File: config.mk
export PLATFORM = sky130hd
export DESIGN_NAME = link_role_switch_sequencer_flat
export DESIGN_NICKNAME = d
export VERILOG_FILES = /design/src/rtl/lrs_pkg.sv /design/src/rtl/lrs_if.sv /design/src/rtl/link_role_switch_sequencer.sv /design/src/rtl/lrs_cfg.sv /design/src/rtl/lrs_step.sv /design/src/flat_wrapper.sv
export SDC_FILE = /design/constraint.sdc
export NUM_CORES = 1
export LEC_CHECK = 0
export ABC_AREA = 0
export BUFFER_PORTS_ARGS = -buffer_cell sky130_fd_sc_hd__clkbuf_2
export CORE_MARGIN = 4
export CORE_UTILIZATION = 41
export CTS_CLUSTER_DIAMETER = 100
export DETAILED_ROUTE_END_ITERATION = 10
export PLACE_DENSITY = 0.78
export SLEW_MARGIN = 30
export SYNTH_ARGS = -nofsm -noshare
export SYNTH_HDL_FRONTEND = slang
export SYNTH_SLANG_ARGS = --single-unit
File: constraint.sdc
create_clock -name clk -period 1.9 [get_ports clk]
set_input_delay 0.475 -clock clk [delete_from_list [all_inputs] [get_ports clk]]
set_output_delay 0.475 -clock clk [all_outputs]
set_load 0.05 [all_outputs]
File: src/rtl/lrs_pkg.sv
// shared types, codes and constants of the link role switch sequencer
// no dependencies; compile first
package lrs_pkg;

    typedef enum logic [2:0] {
        ST_IDLE      = 3'd0,
        ST_LEAVE_LP  = 3'd1,
        ST_PAUSE_ENC = 3'd2,
        ST_ROLE      = 3'd3,
        ST_ROLE_FAST = 3'd4,
        ST_RESTORE   = 3'd5
    } lrs_state_t;

    typedef enum logic [1:0] {
        KIND_START   = 2'd0,
        KIND_EVENT   = 2'd1,
        KIND_TIMEOUT = 2'd2,
        KIND_ERROR   = 2'd3
    } lrs_kind_t;

    typedef enum logic [1:0] {
        EVT_ACTIVE  = 2'd0,
        EVT_ENC_OFF = 2'd1,
        EVT_ENC_ON  = 2'd2,
        EVT_OTHER   = 2'd3
    } lrs_evt_t;

    // encryption command codes
    localparam logic [1:0] ENC_NONE = 2'd0;
    localparam logic [1:0] ENC_OFF  = 2'd1;
    localparam logic [1:0] ENC_ON   = 2'd2;

    // notification request codes
    localparam logic [2:0] NTF_NONE    = 3'd0;
    localparam logic [2:0] NTF_ACTIVE  = 3'd1;
    localparam logic [2:0] NTF_ENC_OFF = 3'd2;
    localparam logic [2:0] NTF_ROLE    = 3'd3;
    localparam logic [2:0] NTF_ENC_ON  = 3'd4;

    // timer start codes
    localparam logic [1:0] TMR_NONE     = 2'd0;
    localparam logic [1:0] TMR_WATCHDOG = 2'd1;
    localparam logic [1:0] TMR_ONE_CMD  = 2'd2;

    // traffic park codes
    localparam logic [1:0] PARK_NONE    = 2'd0;
    localparam logic [1:0] PARK_SUSPEND = 2'd1;
    localparam logic [1:0] PARK_RESUME  = 2'd2;

    // configuration register indexes and port widths
    localparam logic REG_WANTED_ROLE = 1'b0;
    localparam logic REG_PAUSE_FREE  = 1'b1;
    localparam int   APB_AW = 3;
    localparam int   APB_DW = 32;

    typedef struct packed {
        logic [1:0] kind;
        logic [1:0] event_type;
        logic       event_ok;
        logic       link_active;
        logic       link_encrypted;
    } lrs_item_t;

    typedef struct packed {
        logic [2:0] new_state;
        logic       cmd_leave_lowpower;
        logic       cmd_change_role;
        logic [1:0] cmd_encrypt;
        logic [2:0] notify_request;
        logic       notify_cancel;
        logic       timer_cancel;
        logic [1:0] timer_start;
        logic [1:0] traffic_park;
        logic       terminate_link;
        logic       release_helper;
        logic       fault;
    } lrs_result_t;

    typedef struct packed {
        logic wanted_role;
        logic pause_free_switch;
    } lrs_cfg_t;

endpackage

File: src/rtl/lrs_if.sv
// request and result channel interfaces of the role switch sequencer
// depends on lrs_pkg
interface lrs_item_if import lrs_pkg::*; ();
    logic      valid;
    logic      ready;
    lrs_item_t data;

    modport source (output valid, output data, input ready);
    modport sink (input valid, input data, output ready);
endinterface

interface lrs_result_if import lrs_pkg::*; ();
    logic        valid;
    logic        ready;
    lrs_result_t data;

    modport source (output valid, output data, input ready);
    modport sink (input valid, input data, output ready);
endinterface

File: src/rtl/link_role_switch_sequencer.sv
// top level of the link role switch sequencer: request and result registers,
// state registers; depends on lrs_pkg, lrs_if, lrs_cfg and lrs_step
//
//  channel  | direction | handshake      | carries
//  ---------+-----------+----------------+------------------------------------------
//  item     | in        | valid / ready  | kind, event_type, event_ok, link flags
//  result   | out       | valid / ready  | new state and merged actions of a request
//  apb      | in        | psel / penable | wanted_role (0x0), pause_free_switch (0x4)
//
// one request per cycle sustained while results are taken; an accepted request goes
// into the request register, then its decode into the result register, where it
// stays valid until taken
// the decode is one pass over the chained state entries, the position and saved
// encryption flag are updated when a request moves into the result register
// a stalled result holds; the request register takes a new request while it is
// empty or its request moves on into the result register
// rst_n clears the position to idle, the saved flag, the configuration and both
// valids; request and result data are not reset
module link_role_switch_sequencer import lrs_pkg::*;
(
    input  logic              clk,
    input  logic              rst_n,
    lrs_item_if.sink          item,
    lrs_result_if.source      result,
    input  logic              psel,
    input  logic              penable,
    input  logic              pwrite,
    input  logic [APB_AW-1:0] paddr,
    input  logic [APB_DW-1:0] pwdata,
    output logic [APB_DW-1:0] prdata,
    output logic              pready
);

    lrs_cfg_t    cfg;

    // request stage
    logic        req_vld_reg;
    logic        req_vld_next;
    lrs_item_t   req_reg;

    // result stage
    logic        res_vld_reg;
    logic        res_vld_next;
    lrs_result_t res_reg;

    // sequencer state
    lrs_state_t  pos_reg;
    lrs_state_t  pos_next;
    logic        sav_reg;
    logic        sav_next;

    lrs_result_t step_res;
    lrs_state_t  step_pos;
    logic        step_sav;
    logic        advance;

    lrs_cfg u_cfg
    (
        .clk     (clk),
        .rst_n   (rst_n),
        .psel    (psel),
        .penable (penable),
        .pwrite  (pwrite),
        .paddr   (paddr),
        .pwdata  (pwdata),
        .prdata  (prdata),
        .pready  (pready),
        .cfg     (cfg)
    );

    lrs_step u_step
    (
        .pos            (pos_reg),
        .saved_enc      (sav_reg),
        .pause_free     (cfg.pause_free_switch),
        .item           (req_reg),
        .pos_next       (step_pos),
        .saved_enc_next (step_sav),
        .res            (step_res)
    );

    // request moves on when the result register is empty or being drained
    assign advance     = req_vld_reg && (!res_vld_reg || result.ready);
    assign item.ready  = !req_vld_reg || advance;

    always_comb
    begin
        req_vld_next = item.ready ? item.valid : req_vld_reg;
        res_vld_next = advance ? 1'b1 : (result.ready ? 1'b0 : res_vld_reg);
        pos_next     = advance ? step_pos : pos_reg;
        sav_next     = advance ? step_sav : sav_reg;
    end

    always_ff @(posedge clk or negedge rst_n)
    begin
        if (!rst_n)
        begin
            req_vld_reg <= 1'b0;
            res_vld_reg <= 1'b0;
            pos_reg     <= ST_IDLE;
            sav_reg     <= 1'b0;
        end
        else
        begin
            req_vld_reg <= req_vld_next;
            res_vld_reg <= res_vld_next;
            pos_reg     <= pos_next;
            sav_reg     <= sav_next;
        end
    end

    // payload registers
    always_ff @(posedge clk)
    begin
        if (item.valid && item.ready)
        begin
            req_reg <= item.data;
        end
        if (advance)
        begin
            res_reg <= step_res;
        end
    end

    assign result.valid = res_vld_reg;
    assign result.data  = res_reg;

endmodule

File: src/rtl/lrs_cfg.sv
// apb configuration registers of the role switch sequencer
// depends on lrs_pkg
module lrs_cfg import lrs_pkg::*;
(
    input  logic              clk,
    input  logic              rst_n,
    input  logic              psel,
    input  logic              penable,
    input  logic              pwrite,
    input  logic [APB_AW-1:0] paddr,
    input  logic [APB_DW-1:0] pwdata,
    output logic [APB_DW-1:0] prdata,
    output logic              pready,
    output lrs_cfg_t          cfg
);

    lrs_cfg_t cfg_reg;
    lrs_cfg_t cfg_next;
    logic     wr_en;
    logic     sel_idx;

    assign pready  = 1'b1;
    assign sel_idx = paddr[2];
    assign wr_en   = psel && penable && pwrite && pready;

    always_comb
    begin
        cfg_next = cfg_reg;
        if (wr_en)
        begin
            case (sel_idx)
                REG_WANTED_ROLE: cfg_next.wanted_role       = pwdata[0];
                REG_PAUSE_FREE:  cfg_next.pause_free_switch = pwdata[0];
                default:         cfg_next = cfg_reg;
            endcase
        end
    end

    always_ff @(posedge clk or negedge rst_n)
    begin
        if (!rst_n)
        begin
            cfg_reg <= '0;
        end
        else
        begin
            cfg_reg <= cfg_next;
        end
    end

    always_comb
    begin
        case (sel_idx)
            REG_WANTED_ROLE: prdata = {{(APB_DW-1){1'b0}}, cfg_reg.wanted_role};
            REG_PAUSE_FREE:  prdata = {{(APB_DW-1){1'b0}}, cfg_reg.pause_free_switch};
            default:         prdata = '0;
        endcase
    end

    assign cfg = cfg_reg;

endmodule

File: src/rtl/lrs_step.sv
// next-state and action decode for one request of the role switch sequencer
// depends on lrs_pkg
module lrs_step import lrs_pkg::*;
(
    input  lrs_state_t  pos,
    input  logic        saved_enc,
    input  logic        pause_free,
    input  lrs_item_t   item,
    output lrs_state_t  pos_next,
    output logic        saved_enc_next,
    output lrs_result_t res
);

    lrs_state_t pos0;
    lrs_state_t cur;
    lrs_state_t nxt;
    logic       go;
    logic       more;
    logic       sav;
    logic       ok;
    lrs_evt_t   etype;

    always_comb
    begin
        res   = '0;
        go    = 1'b0;
        more  = 1'b0;
        nxt   = ST_IDLE;
        ok    = item.event_ok;
        etype = lrs_evt_t'(item.event_type);
        sav   = saved_enc;
        // unused codes behave as idle
        pos0  = (pos > ST_RESTORE) ? ST_IDLE : pos;
        cur   = pos0;

        case (lrs_kind_t'(item.kind))
            KIND_START:
            begin
                if (pos0 == ST_IDLE)
                begin
                    res.timer_start = TMR_WATCHDOG;
                    go  = 1'b1;
                    nxt = ST_LEAVE_LP;
                end
                else
                begin
                    res.fault = 1'b1;
                end
            end
            KIND_ERROR:
            begin
                res.notify_cancel = 1'b1;
                res.timer_cancel  = 1'b1;
                go  = 1'b1;
                nxt = ST_IDLE;
            end
            KIND_TIMEOUT:
            begin
                go = 1'b1;
                case (pos0)
                    ST_PAUSE_ENC, ST_ROLE:
                    begin
                        res.notify_cancel = 1'b1;
                        nxt = ST_RESTORE;
                    end
                    ST_ROLE_FAST:
                    begin
                        res.notify_cancel = 1'b1;
                        nxt = ST_IDLE;
                    end
                    ST_RESTORE:
                    begin
                        res.notify_cancel  = 1'b1;
                        res.terminate_link = 1'b1;
                        nxt = ST_IDLE;
                    end
                    default: nxt = ST_IDLE;
                endcase
            end
            default:
            begin
                go = 1'b1;
                case (pos0)
                    ST_LEAVE_LP:
                    begin
                        if (etype == EVT_ACTIVE && ok)
                            nxt = pause_free ? ST_ROLE_FAST : ST_PAUSE_ENC;
                        else
                            nxt = ST_IDLE;
                    end
                    ST_PAUSE_ENC:
                    begin
                        nxt = (etype == EVT_ENC_OFF && ok) ? ST_ROLE : ST_IDLE;
                    end
                    ST_ROLE:
                    begin
                        res.timer_cancel = 1'b1;
                        nxt = ST_RESTORE;
                    end
                    ST_ROLE_FAST:
                    begin
                        res.timer_cancel = 1'b1;
                        nxt = ST_IDLE;
                    end
                    ST_RESTORE:
                    begin
                        res.timer_cancel = 1'b1;
                        if (!(etype == EVT_ENC_ON && ok))
                            res.terminate_link = 1'b1;
                        nxt = ST_IDLE;
                    end
                    default: go = 1'b0;
                endcase
            end
        endcase

        // leaving restore with encryption saved resumes traffic
        if (go && pos0 == ST_RESTORE && saved_enc)
            res.traffic_park = PARK_RESUME;
        more = go;

        // chained state entries, at most three per request
        for (int i = 0; i < 3; i++)
        begin
            if (more)
            begin
                cur  = nxt;
                more = 1'b0;
                case (cur)
                    ST_LEAVE_LP:
                    begin
                        res.cmd_leave_lowpower = 1'b1;
                        if (item.link_active)
                        begin
                            nxt  = pause_free ? ST_ROLE_FAST : ST_PAUSE_ENC;
                            more = 1'b1;
                        end
                        else
                        begin
                            res.notify_request = NTF_ACTIVE;
                        end
                    end
                    ST_PAUSE_ENC:
                    begin
                        sav = item.link_encrypted;
                        if (item.link_encrypted)
                        begin
                            res.traffic_park   = PARK_SUSPEND;
                            res.notify_request = NTF_ENC_OFF;
                            res.cmd_encrypt    = ENC_OFF;
                        end
                        else
                        begin
                            nxt  = ST_ROLE;
                            more = 1'b1;
                        end
                    end
                    ST_ROLE, ST_ROLE_FAST:
                    begin
                        res.notify_request  = NTF_ROLE;
                        res.cmd_change_role = 1'b1;
                    end
                    ST_RESTORE:
                    begin
                        if (sav)
                        begin
                            res.timer_start    = TMR_ONE_CMD;
                            res.notify_request = NTF_ENC_ON;
                            res.cmd_encrypt    = ENC_ON;
                        end
                        else
                        begin
                            nxt  = ST_IDLE;
                            more = 1'b1;
                        end
                    end
                    default:
                    begin
                        cur = ST_IDLE;
                        res.release_helper = 1'b1;
                    end
                endcase
            end
        end

        res.new_state  = cur;
        pos_next       = cur;
        saved_enc_next = sav;
    end

endmodule

File: src/flat_wrapper.sv
// flat-port wrapper written by rule: the top's interface ports become plain ports
module link_role_switch_sequencer_flat import lrs_pkg::*;
  (clk, rst_n, psel, penable, pwrite, paddr, pwdata, prdata, pready, item_valid, item_data, item_ready, result_valid, result_data, result_ready);
  lrs_item_if item_i ();
  lrs_result_if result_i ();
  input  logic clk;
  input  logic rst_n;
  input  logic psel;
  input  logic penable;
  input  logic pwrite;
  input  logic [APB_AW-1:0] paddr;
  input  logic [APB_DW-1:0] pwdata;
  output logic [APB_DW-1:0] prdata;
  output logic pready;
  input wire logic [$bits(item_i.valid)-1:0] item_valid;
  input wire logic [$bits(item_i.data)-1:0] item_data;
  output wire logic [$bits(item_i.ready)-1:0] item_ready;
  output wire logic [$bits(result_i.valid)-1:0] result_valid;
  output wire logic [$bits(result_i.data)-1:0] result_data;
  input wire logic [$bits(result_i.ready)-1:0] result_ready;
  assign item_i.valid = item_valid;
  assign item_i.data = item_data;
  assign item_ready = item_i.ready;
  assign result_valid = result_i.valid;
  assign result_data = result_i.data;
  assign result_i.ready = result_ready;
  link_role_switch_sequencer u_core (.clk(clk), .rst_n(rst_n), .item(item_i), .result(result_i), .psel(psel), .penable(penable), .pwrite(pwrite), .paddr(paddr), .pwdata(pwdata), .prdata(prdata), .pready(pready));
endmodule
# ---- Word level (Yosys, flattened, before mapping)
# Cells that the tools add are included.
dict set report op_classes {
  order_cmp 1
  eq_ne 24
  muxes 105
  bitwise 1
  reduce_logical 32
}
# operator count
set op_table {}
lappend op_table {{32-bit one-hot mux with 2 select lines} 1}
lappend op_table {{3-bit 2-to-1 mux} 20}
lappend op_table {{5-bit 2-to-1 mux} 9}
lappend op_table {{1-bit 2-to-1 mux} 37}
lappend op_table {{3-bit one-hot mux with 3 select lines} 4}
lappend op_table {{3-bit one-hot mux with 4 select lines} 3}
lappend op_table {{2-bit 2-to-1 mux} 15}
lappend op_table {{3-bit by 2-bit equality test with 1-bit output (second input constant)} 8}
lappend op_table {{3-bit equality test (second input constant)} 8}
lappend op_table {{7-bit 2-to-1 mux} 3}
lappend op_table {{5-bit OR reduction} 4}
lappend op_table {{4-bit 2-to-1 mux} 4}
lappend op_table {{2-bit OR reduction} 7}
lappend op_table {{3-bit by 1-bit equality test with 1-bit output (second input constant)} 4}
lappend op_table {{2-bit one-hot mux with 2 select lines} 3}
lappend op_table {{1-bit logical AND} 9}
lappend op_table {{1-bit one-hot mux with 2 select lines} 4}
lappend op_table {{2-bit equality test (second input constant)} 3}
lappend op_table {{1-bit one-hot mux with 3 select lines} 2}
lappend op_table {{2-bit logical NOT} 2}
lappend op_table {{2-bit AND reduction} 2}
lappend op_table {{4-bit OR reduction} 1}
lappend op_table {{3-bit > comparator (second input constant)} 1}
lappend op_table {{3-bit logical NOT} 1}
lappend op_table {{6 further kinds} 8}
dict set report word_totals {
  regBits 34
  inputBits 49
  output_inout_bits 54
  elab_cells 186
}

# ---- Logic depth before layout (Yosys ltp)
dict set report depth {
  ltp_word 18
  mapped_depth 6
}

# ---- Modules after synthesis
# From an unflattened synthesis, not the netlist that was laid out.
dict set report unflattened {
  hier_cells 179
  area_unflattened_um2 2031.9
}
# mod instances cells_per_inst area_each_um2 seq_area_each_um2
set modules_own_cells {}
lappend modules_own_cells {link_role_switch_sequencer 1 43 1047.3 930.9}
lappend modules_own_cells {lrs_step 1 95 638.1 0.0}
lappend modules_own_cells {lrs_cfg 1 41 346.6 50.0}

# ---- Worst setup path before layout
# Ideal clock, no wire load.
dict set report synth_timing {
  path_type {register to register}
  start {reg u_core.res_vld_reg (netlist: u_core.result.valid)}
  end {reg u_core.sav_reg}
  setup_time_ns 0.128
  arrival_time_ns 1.933
  required_time_ns 1.772
  setup_slack_ns -0.161
  path_stages_with_launch 7
  cell_sequence {dfrtp_1 nand2b_1 nand2_1 inv_1 and4_1 a31oi_1 mux2_1}
}
dict set report synth_between {
  elab_chain_len 3
}
# element line_no
set synth_rtl {}
lappend synth_rtl {{start: declaration} link_role_switch_sequencer.sv:42} ;# logic res_vld_reg;
lappend synth_rtl {{start signal: assignment} link_role_switch_sequencer.sv:106} ;# res_vld_reg <= res_vld_next;
lappend synth_rtl {{1-bit logical NOT} link_role_switch_sequencer.sv:83} ;# assign advance = req_vld_reg && (!res_vld_reg || result.ready);
lappend synth_rtl {{1-bit logical OR} link_role_switch_sequencer.sv:83}
lappend synth_rtl {{1-bit logical AND} link_role_switch_sequencer.sv:83}
lappend synth_rtl {{named net u_core.advance} link_role_switch_sequencer.sv:55} ;# logic advance;
lappend synth_rtl {{end signal: assignment} link_role_switch_sequencer.sv:108} ;# sav_reg <= sav_next;
lappend synth_rtl {{end: declaration} link_role_switch_sequencer.sv:49} ;# logic sav_reg;
# The timed path passes the listed nets, and every way through them passes these cells.
# A chain may end at the register's enable or synchronous reset.

# ---- Worst setup path after layout
dict set report layout_timing {
  start {reg u_core.pos_reg[1]}
  end {reg u_core.sav_reg}
}
dict set report layout_between {
  elab_chain_len 15
  elab_cells_between_ends 45
  cone_classes {1 x order compare; 12 x eq/ne; 29 x mux; 3 x reduce/logical}
}
# element line_no
set layout_rtl {}
lappend layout_rtl {{start: declaration} link_role_switch_sequencer.sv:47} ;# lrs_state_t pos_reg;
lappend layout_rtl {{start signal: assignment} link_role_switch_sequencer.sv:107} ;# pos_reg <= pos_next;
lappend layout_rtl {{3-bit > comparator} lrs_step.sv:33} ;# pos0 = (pos > ST_RESTORE) ? ST_IDLE : pos;
lappend layout_rtl {{3-bit 2-to-1 mux *} lrs_step.sv:33}
lappend layout_rtl {{3-bit by 2-bit equality test with 1-bit output} {lrs_step.sv:60, lrs_step.sv:83}}
lappend layout_rtl {{2-bit OR reduction} lrs_step.sv:60} ;# case (pos0)
lappend layout_rtl {{3-bit 2-to-1 mux} lrs_step.sv:60}
lappend layout_rtl {{3-bit one-hot mux with 3 select lines} lrs_step.sv:36} ;# case (lrs_kind_t'(item.kind))
lappend layout_rtl {{3-bit equality test (tied with other cells)} lrs_step.sv:129} ;# case (cur)
lappend layout_rtl {{3-bit one-hot mux with 3 select lines or 1-bit 2-to-1 mux (tied branches)} lrs_step.sv:129}
lappend layout_rtl {{3-bit 2-to-1 mux or 1-bit 2-to-1 mux (tied branches)} lrs_step.sv:125} ;# if (more)
lappend layout_rtl {{3-bit equality test (tied with other cells)} lrs_step.sv:129}
lappend layout_rtl {{3-bit one-hot mux with 3 select lines} lrs_step.sv:129}
lappend layout_rtl {{3-bit 2-to-1 mux} lrs_step.sv:125}
lappend layout_rtl {{3-bit by 2-bit equality test with 1-bit output} lrs_step.sv:129}
lappend layout_rtl {{1-bit 2-to-1 mux} lrs_step.sv:129}
lappend layout_rtl {{1-bit 2-to-1 mux *} lrs_step.sv:125}
# Every way passes the cells marked *; elsewhere a longest branch is shown, timed or not.

==> out/results.tsv <==
metric	value	unit
status	complete, but fails checks	
failing checks	setup timing	
routed wire length	4130	µm
commonest cells in the netlist	32 x buf_4, 26 x edfxtp_1, 10 x nand2_1	
Finished Layout Cells	304	
Pwr Density	981	nW/µm²
CP Buf/Inv Count	0	
DRT iter0 DRCs	113	
Yosys top cell by area	edfxtp_1	
Nets	300	
Tmin final	2.17	ns
nature of the critical path endpoint	flop	
antenna violations before repair	0	
# hold bufs at CTS	0	
number of synthesis warnings	0	
Synth Flop Type	edfxtp_1	
final worst slack	-0.267	ns
CP Max Fanout	4	
RSZ-0062 raised after global routing	true	
CP peak stage delay	0.44	ns
first-pass GRT wire length	6600	µm
PortBufs	37	
die area	5880	µm²
IO Pins	103	
number of synthesized flops with an enable pin	26	
Crit Reg-Reg Endpoint	u_core.sav_reg	
CTS tree	built	
Seq/Total Area, Yosys	50.7	%
synth top area cells	edfxtp_1 40%, buf_4 12%, dfrtp_1 10%, mux2_2 2.3%, and2_1 1.9%	
GP Congestion	0.897	
Crit. path cell count	5	
worst skew pair latency	0.28	ns
max-cap viol count	0	
Post-DRT Antenna Nets	0	
Peak supply drop	0.000582	V
crit path max-delay cell type	a2111oi_4	
Sink Count	34	
fin crit share	114	%
vias per cell	4.92	
CP arrival	2.33	ns
GR Util All Layers	14.0	%
maximum clock rate	462	MHz
Reg-to-Reg Start	u_core.pos_reg[1]	
Slew Viols, Final	0	
post-synthesis async set-or-reset flop share	23.5	%
pin count of the biggest net entering global routing	18	
Starting Density	43.3	%
distinct cell type count after synthesis	48	
Detailed Place HPWL	2970	µm
Hold Slack	0.0336	ns
Vias	1496	
Avg Cell Area, Syn	10.9	µm²
Hold Fails Final Rpt	0	
Synth Register Bits	34	
critical-path cell list	or3_4 -> a221o_1 -> a2111oi_4 -> a31oi_1 -> mux2_1	
clk_skew	0.00575	ns
Tightest Hold Check Type	in2async	
Rows	24	
FF-to-FF path depth	5	
Die Width	76.7	µm
LEAKAGE	0.00113	µW
startpoint types	flop	
Setup CP Type	reg2reg	
gr ovfl total	0	
Num CTS Buffers	5	
Setup Viol. Count Final	13	
Max clock buf depth	2	
Post-Syn Area	1940	µm²
number of antenna diodes	0	
Clk pin slew, worst setup/hold paths	0.06	ns
dpl cells	289	
share of cells above drive strength 1	41.3	%
Mapped Cells	177	
DR WL/cell	13.6	µm
Yosys top cell area share	40.3	%
core area	4470	µm²
CTS root buffer	clkbuf_8	
vias in the first global route	1462	
register-to-register setup slack	-0.27	ns
Die H	76.7	µm
H-tree Lvls	2	
Top delay family on crit path	compound AO/OA/AOI/OAI gates	
DRC viols	0	
area grow syn2layout	31.5	%
Largest register FFs	19	
WP data required	2.06	ns
first-pass detailed-route iteration total	6	
most common cell in the synthesized netlist	buf_4	
-- layout by cell type (no fill, tap or decap), types with 2 or more instances in the layout --
cell type,Yosys,final
nor3_1,4,4
a31oi_1,2,2
nand3_1,4,4
buf_4,32,37
and2_1,6,5
clkbuf_1,4,2
and3_1,4,3
nand2b_1,6,6
a21oi_4,0,2
inv_1,3,3
and3b_1,2,2
nor2b_1,5,5
o2bb2ai_1,2,2
edfxtp_1,26,26
nor2_1,7,6
mux2_2,4,3
conb_1,2,32
o21ai_0,6,2
o21ai_1,0,2
o211ai_1,4,4
nand3b_1,2,2
dfrtp_1,8,6
a21oi_1,7,3
clkbuf_2,1,37
a21oi_2,0,2
nand2_1,10,10
clkbuf_8,0,5
o21ai_2,0,2
a2111oi_4,1,2
a21boi_0,2,2
dfrtp_2,0,2
-- cells by family after synthesis --
| group | Yosys count | share of synthesized area [%] |
|---|---|---|
| compound gates | 33 | 12.9 |
| xor+xnor | 1 | 0.453 |
| buf+inv | 41 | 14.3 |
| flops | 34 | 50.7 |
| mux | 5 | 2.91 |
| other cells | 2 | 0.388 |
| simple gates | 61 | 18.4 |
-- how the worst max path moves through the flow --
stage,startpoint,endpoint,slack [ns]
3_3_place_gp,u_core.pos_reg[1],u_core.result.data[1],-0.28
4_1_cts,u_core.pos_reg[1],u_core.sav_reg,-0.23
5_1_grt,u_core.pos_reg[1],u_core.result.data[9],-0.33
3_5_place_dp,u_core.pos_reg[1],u_core.result.data[1],-0.26
2_1_floorplan,u_core.pos_reg[1],u_core.sav_reg,-0.12
6_report,u_core.pos_reg[1],u_core.sav_reg,-0.27
-- worst register-to-register path: stages, from the launching register on --
cell       delay, ns
dfrtp_1         0.41
or3_4           0.38
a221o_1         0.35
a2111oi_4       0.44
a31oi_1         0.15
mux2_1          0.33
-- where the power goes --
part | switching, µW | internal, µW | total, µW | leakage (µW)
registers | 86.3 | 910 | 996 | 0.000352
clock network | 238 | 392 | 630 | 0.0000524
logic | 574 | 296 | 870 | 0.000729
total | 898 | 1600 | 2500 | 0.00113
-- what timing repair did --
action                                  in CTS  in global routing
setup buffers                                7                  2
endpoints found under the setup margin      13                 14
resized for setup                           19                 10
pin swaps                                    4                  8
-- final cells by class --
type / instances / area (µm²)
Fill cell: 386 / 1930
Multi-Input combinational cell: 132 / 905
Clock buffer: 7 / 76.3
Tap cell: 52 / 65.1
Inverter: 3 / 11.3
Sequential cell: 34 / 983
Clock inverter: 1 / 30.0
Timing Repair Buffer: 75 / 474
-- per-stage QoR --
stage	TNS (ns)	power, µW	instance area, µm²	worst slack [ns]	util (%)
after global routing	-3.00	2610	2540	-0.326	56.9
after floorplan	-0.281	1600	2050	-0.122	-
after CTS	-1.92	2490	2510	-0.229	56.1
after detailed placement	-2.17	1770	2270	-0.262	50.7
final	-2.29	2500	2540	-0.267	56.9
after global placement	-1.88	1760	2270	-0.277	50.7
-- metal layers --
layer / wire length [µm] / GRT usage, %
met1: 1630 / 16.6
met2: 2120 / 24.2
met3: 342 / 4.10
met4: 37 / 4.53
met5: 0 / 0
No activity file was read; power rests on OpenSTA's default activity.
